<file path="src/rtl/core/nssb_pkg.sv">
// shared types and constants of the nearest-symbol-below search block
package nssb_pkg;

    localparam int unsigned DEPTH_DEFAULT = 1024;

    localparam int unsigned TYPE_W     = 8;
    localparam int unsigned VALUE_W    = 16;
    localparam int unsigned INDEX_W    = 10;
    localparam int unsigned LEN_W      = 11;
    localparam int unsigned CFG_DATA_W = 11;
    localparam int unsigned CFG_IDX_W  = 1;

    localparam logic [CFG_IDX_W-1:0] CFG_TABLE_LENGTH   = 1'd0;
    localparam logic [CFG_IDX_W-1:0] CFG_NO_SYMBOL_TYPE = 1'd1;

    localparam logic MODE_WRITE = 1'b0;
    localparam logic MODE_QUERY = 1'b1;

    localparam logic [VALUE_W-1:0] NOT_FOUND_DIST = '1;

    typedef enum logic [1:0] {
        S_IDLE,
        S_SCAN,
        S_FINISH
    } t_state;

    typedef struct packed {
        logic wr_entry;
        logic start;
        logic issue;
        logic load;
    } t_cmd;

    typedef struct packed {
        logic last_issued;
        logic pipe_busy;
        logic out_free;
    } t_status;

endpackage

</file>
<file path="src/rtl/core/nssb_ctrl.sv">
// controller state machine sequencing table writes and query scans
module nssb_ctrl (
    input  logic            i_clk,
    input  logic            i_rst_n,
    input  logic            i_valid,
    input  logic            i_mode,
    output logic            o_ready,
    input  nssb_pkg::t_status i_status,
    output nssb_pkg::t_cmd    o_cmd
);
    import nssb_pkg::*;

    t_state r_state;
    t_state n_state;
    logic   accept;

    assign accept = i_valid && o_ready;

    always_ff @(posedge i_clk) begin
        if (!i_rst_n) begin
            r_state <= S_IDLE;
        end else begin
            r_state <= n_state;
        end
    end

    always_comb begin
        n_state = r_state;
        case (r_state)
            S_IDLE: begin
                if (accept && i_mode == MODE_QUERY) begin
                    n_state = S_SCAN;
                end
            end
            S_SCAN: begin
                // all reads issued and the last compare retired
                if (i_status.last_issued && !i_status.pipe_busy) begin
                    n_state = S_FINISH;
                end
            end
            S_FINISH: begin
                if (i_status.out_free) begin
                    n_state = S_IDLE;
                end
            end
            default: n_state = S_IDLE;
        endcase
    end

    always_comb begin
        o_ready        = (r_state == S_IDLE);
        o_cmd.wr_entry = accept && i_mode == MODE_WRITE;
        o_cmd.start    = accept && i_mode == MODE_QUERY;
        o_cmd.issue    = (r_state == S_SCAN) && !i_status.last_issued;
        o_cmd.load     = (r_state == S_FINISH) && i_status.out_free;
    end

endmodule

</file>
<file path="config.mk">
export PLATFORM = sky130hd
export DESIGN_NAME = nssb_ctrl
export DESIGN_NICKNAME = d
export VERILOG_FILES = /design/src/rtl/core/nssb_pkg.sv /design/src/rtl/core/nssb_ctrl.sv
export SDC_FILE = /design/constraint.sdc
export NUM_CORES = 1
export LEC_CHECK = 0
export ABC_CLOCK_PERIOD_IN_PS = 1800
export BUFFER_PORTS_ARGS = -buffer_cell sky130_fd_sc_hd__buf_2
export CORE_AREA = 2 2 39 41
export DETAILED_ROUTE_END_ITERATION = 7
export DIE_AREA = 0 0 41 43
export REMOVE_ABC_BUFFERS = 1
export SYNTH_ARGS = -nofsm -noshare
export SYNTH_HDL_FRONTEND = slang
export SYNTH_SLANG_ARGS = --single-unit
</file>
<file path="constraint.sdc">
create_clock -name i_clk -period 1.8 [get_ports i_clk]
set_clock_uncertainty 0.1 [all_clocks]
set_input_delay 0.27 -clock i_clk [delete_from_list [all_inputs] [get_ports i_clk]]
set_output_delay 0.27 -clock i_clk [all_outputs]
set_load 0.01 [all_outputs]
</file>
Yosys cells after proc, flatten, opt, wreduce, memory -nomap -nowiden
Cells that the tools add are included.
{ "word_totals": {"reg_bits": 2, "out_inout_bits": 5} }
{ "op_classes": {"n_eq_ne": 5, "mux": 4, "n_bitwise": 1, "n_reduce_logical": 10} }
{ "ops": {"columns": ["operator", "count"], "rows": [
  ["logical AND 1 bit", 6],
  ["2-to-1 mux 2 bit", 3],
  ["one-hot mux 2 bit (3 select lines)", 1],
  ["inequality test 2 bit, second input constant", 2],
  ["AND reduction 3 bit", 1],
  ["equality test 2 x 1 -> 1 bit, second input constant", 1],
  ["equality test 2 bit, second input constant", 1],
  ["zero test 1 bit", 2],
  ["zero test 2 bit", 1],
  ["inequality test 2 x 1 -> 1 bit, second input constant", 1],
  ["inverter 1 bit", 1]
]} }

Logic depth before layout (Yosys ltp)
{ "depth": {"ltp_word": 5, "depth_mapped": 3} }

Least setup slack after synthesis
No wires, ideal clock.
{ "synth_path": {"path_type": "register -> output", "from": "reg r_state[0]", "to": "out o_cmd[3] (netlist name)", "t_arrival_ps": 797, "required_ps": 1430, "setup_slack_ps": 633, "stages_incl_launch_ff": 4, "path_buffers": 0, "path_cell_list": "dfxtp_1 > nor2_1 > nand2_1 > nor2_1"} }
{ "synth_lines": {"columns": ["element", "line", "rtl"], "rows": [
  ["from (decl)", "nssb_ctrl.sv:13", "t_state r_state;"],
  ["from (signal assigned)", "nssb_ctrl.sv:23", "r_state <= n_state;"],
  ["to (decl)", "nssb_ctrl.sv:9", "output nssb_pkg::t_cmd o_cmd"]
]} }

==> results_dict.tcl <==
set metrics [dict create \
    setup_ws_ns 0.443 \
    viasPerCell 3.33 \
    largest_reg_flops 2 \
    rows 14 \
    synth_area_um2 123 \
    grt_pass1_vias 129 \
    antennaDiodeCount 0 \
    synth_edf_count 0 \
    cp_max_fo 5 \
    io_pins 12 \
    die_area_um2 1760 \
    fp.dieH_um 43 \
    yosysSeqAreaShare_pct 32.7 \
    nets 41 \
    drt_wl_total_um 320 \
    cts_buffer_depth 2 \
    max-slew-margin-rel_pct 89.8 \
    cpPeakStageDelay_ns 0.32 \
    hpwl_um 262 \
    synth_top_cell_area_share_pct 32.7 \
    dp_slack_ns 0.668 \
    worstPathRequired_ns 1.43 \
    clk_latency_ns 0.22 \
    core_um2 1380 \
    reg_top3 "r_state: 2 flops" \
    drt_iter0_markers 1 \
    hold_class "in2reg" \
    startpoint_type "flip-flop" \
    die_w_um 41 \
    ys_types 10 \
    yosys.area.top_type "dfxtp_1" \
    slew_violations 0 \
    drive_gt1_share_pct 43.8 \
    place_congestion 0.435 \
    htreeDepth 1 \
    status "complete, no violations" \
    synth.ff_latch_count 2 \
    grt_max_degree 6 \
    initial_core_util_pct 8.86 \
    first_pass_iters 2 \
    setup_tns_ns 0 \
    worstSetupPathType "reg2out" \
    grt.overflow.total 0 \
    cts_num_sinks 2 \
    p_total_uw 174 \
    hold_buffers 0 \
    regMostFlops "r_state" \
    maxCapViolations 0 \
    rsz0062_at_grt "no" \
    syn_area_per_cell_um2 6.81 \
    ctsResizeCount 0 \
    vias 160 \
    finalHoldViolations 0 \
    clkTransAtPathRegs_ns 0.03 \
    worst_path_max_delay_cell "dfxtp_1" \
    worst_ir_drop_vdd_v 0.000100 \
    ys_warn_count 0 \
    utilization_pct 15.9 \
    placement.io_buffers 11 \
    syn_inst 18 \
    grt_antenna_before_repair 0 \
    finalSetupViolations 0 \
    power.density_nw_per_um2 792 \
    leakage_nw 0.115 \
    yosys-top-cells-count "nand2b_1, nor2_1, dfxtp_1, nand2_1" \
    drc 0 \
    areaGrowthSynthToFinish_pct 79.6 \
    max_freq_mhz 737 \
    crit_chain "nor2_1 > and3_1 > buf_2" \
    ys_top_cells_by_area "dfxtp_1, nand2b_1, nor2_1" \
    cp.arrival_ns 0.99 \
    cts_buffers 3 \
    worst_setup_path_end_kind "output pin" \
    regToRegSetupSlack_ns 0.86 \
    clockRootBuffer "clkbuf_4" \
    track_usage_pct 4.00 \
    wl_per_cell_um 6.67 \
    grt_pass1_wl_um 393 \
    final_antenna_net_count 0 \
    tritoncts "done" \
    fin_crit_ns 1.36 \
    cts_setup_buffers 0 \
    period_share_pct 75.4 \
    tightest_slew_ns 0.153 \
    synth_top_flop_cell "dfxtp_1" \
    synthArstFlopShare_pct 0 \
]
==> worst paths after layout <==
| check | start | endpoint | cells past startpoint |
|---|---|---|---|
| worst max-delay path | r_state[0] | o_cmd[2] | 3 |
| worst min-delay path | i_rst_n | r_state[1] | 2 |
| worst max register to register | r_state[0] | r_state[1] | 3 |
| worst min register to register | r_state[0] | r_state[0] | 2 |
==> worst max-delay path, delay by kind of cell, from the launching register on <==
kind	cells	cell delay [ns]
DFF	1	0.32
and+or+nand+nor	2	0.32
buffers and inverters	1	0.12
==> metrics by stage <==
| stage | instance area [um2] | cells | hold WS, ns |
|---|---|---|---|
| 6_report | 220 | 48 | 0.181 |
| 5_1_grt | 220 | 48 | 0.184 |
| 2_1_floorplan | 123 | 18 | 0.292 |
| 3_5_place_dp | 198 | 45 | 0.390 |
| 3_3_place_gp | 198 | 45 | 0.383 |
| 4_1_cts | 220 | 48 | 0.176 |
==> cells by family after synthesis <==
family	Yosys count	synth area share (%)
AO/OA/AOI/OAI	2	9.18
buffers and inverters	1	3.06
AND/OR/NAND/NOR	13	55.1
flip-flops	2	32.7
==> cell type report <==
class / count / area, um2
multi-input combinational: 15 / 78.8
fill: 159 / 1160
sequential: 2 / 40.0
timing repair buffer: 11 / 55.1
inverter: 1 / 3.75
clock buffer: 3 / 22.5
tap: 16 / 20.0
==> where the power goes <==
part / switching, mW / internal [mW]
Clock: 0.0245 / 0.0735
Combinational: 0.0136 / 0.0145
Sequential: 0.00178 / 0.0467
==> cell usage in the layout (no fill, tap or decap) <==
cell,Yosys,final
o22ai_1,1,1
nor2_1,4,4
clkbuf_4,0,3
nand2_1,2,2
dfxtp_1,2,2
a21oi_1,1,1
nand2b_1,4,4
buf_2,0,11
inv_1,1,1
and3_1,1,1
and2_1,1,1
nand3b_1,1,1
==> layer usage <==
metal  vias up  share of wire [%]  track usage, %
met1        63                 39            2.23
met5         -                  0               0
li1         88                  -               -
met4         0                  0            8.00
met2         9                 46            5.63
met3         0                 14            1.57
Note: power is estimated with default switching activity, not from simulation.
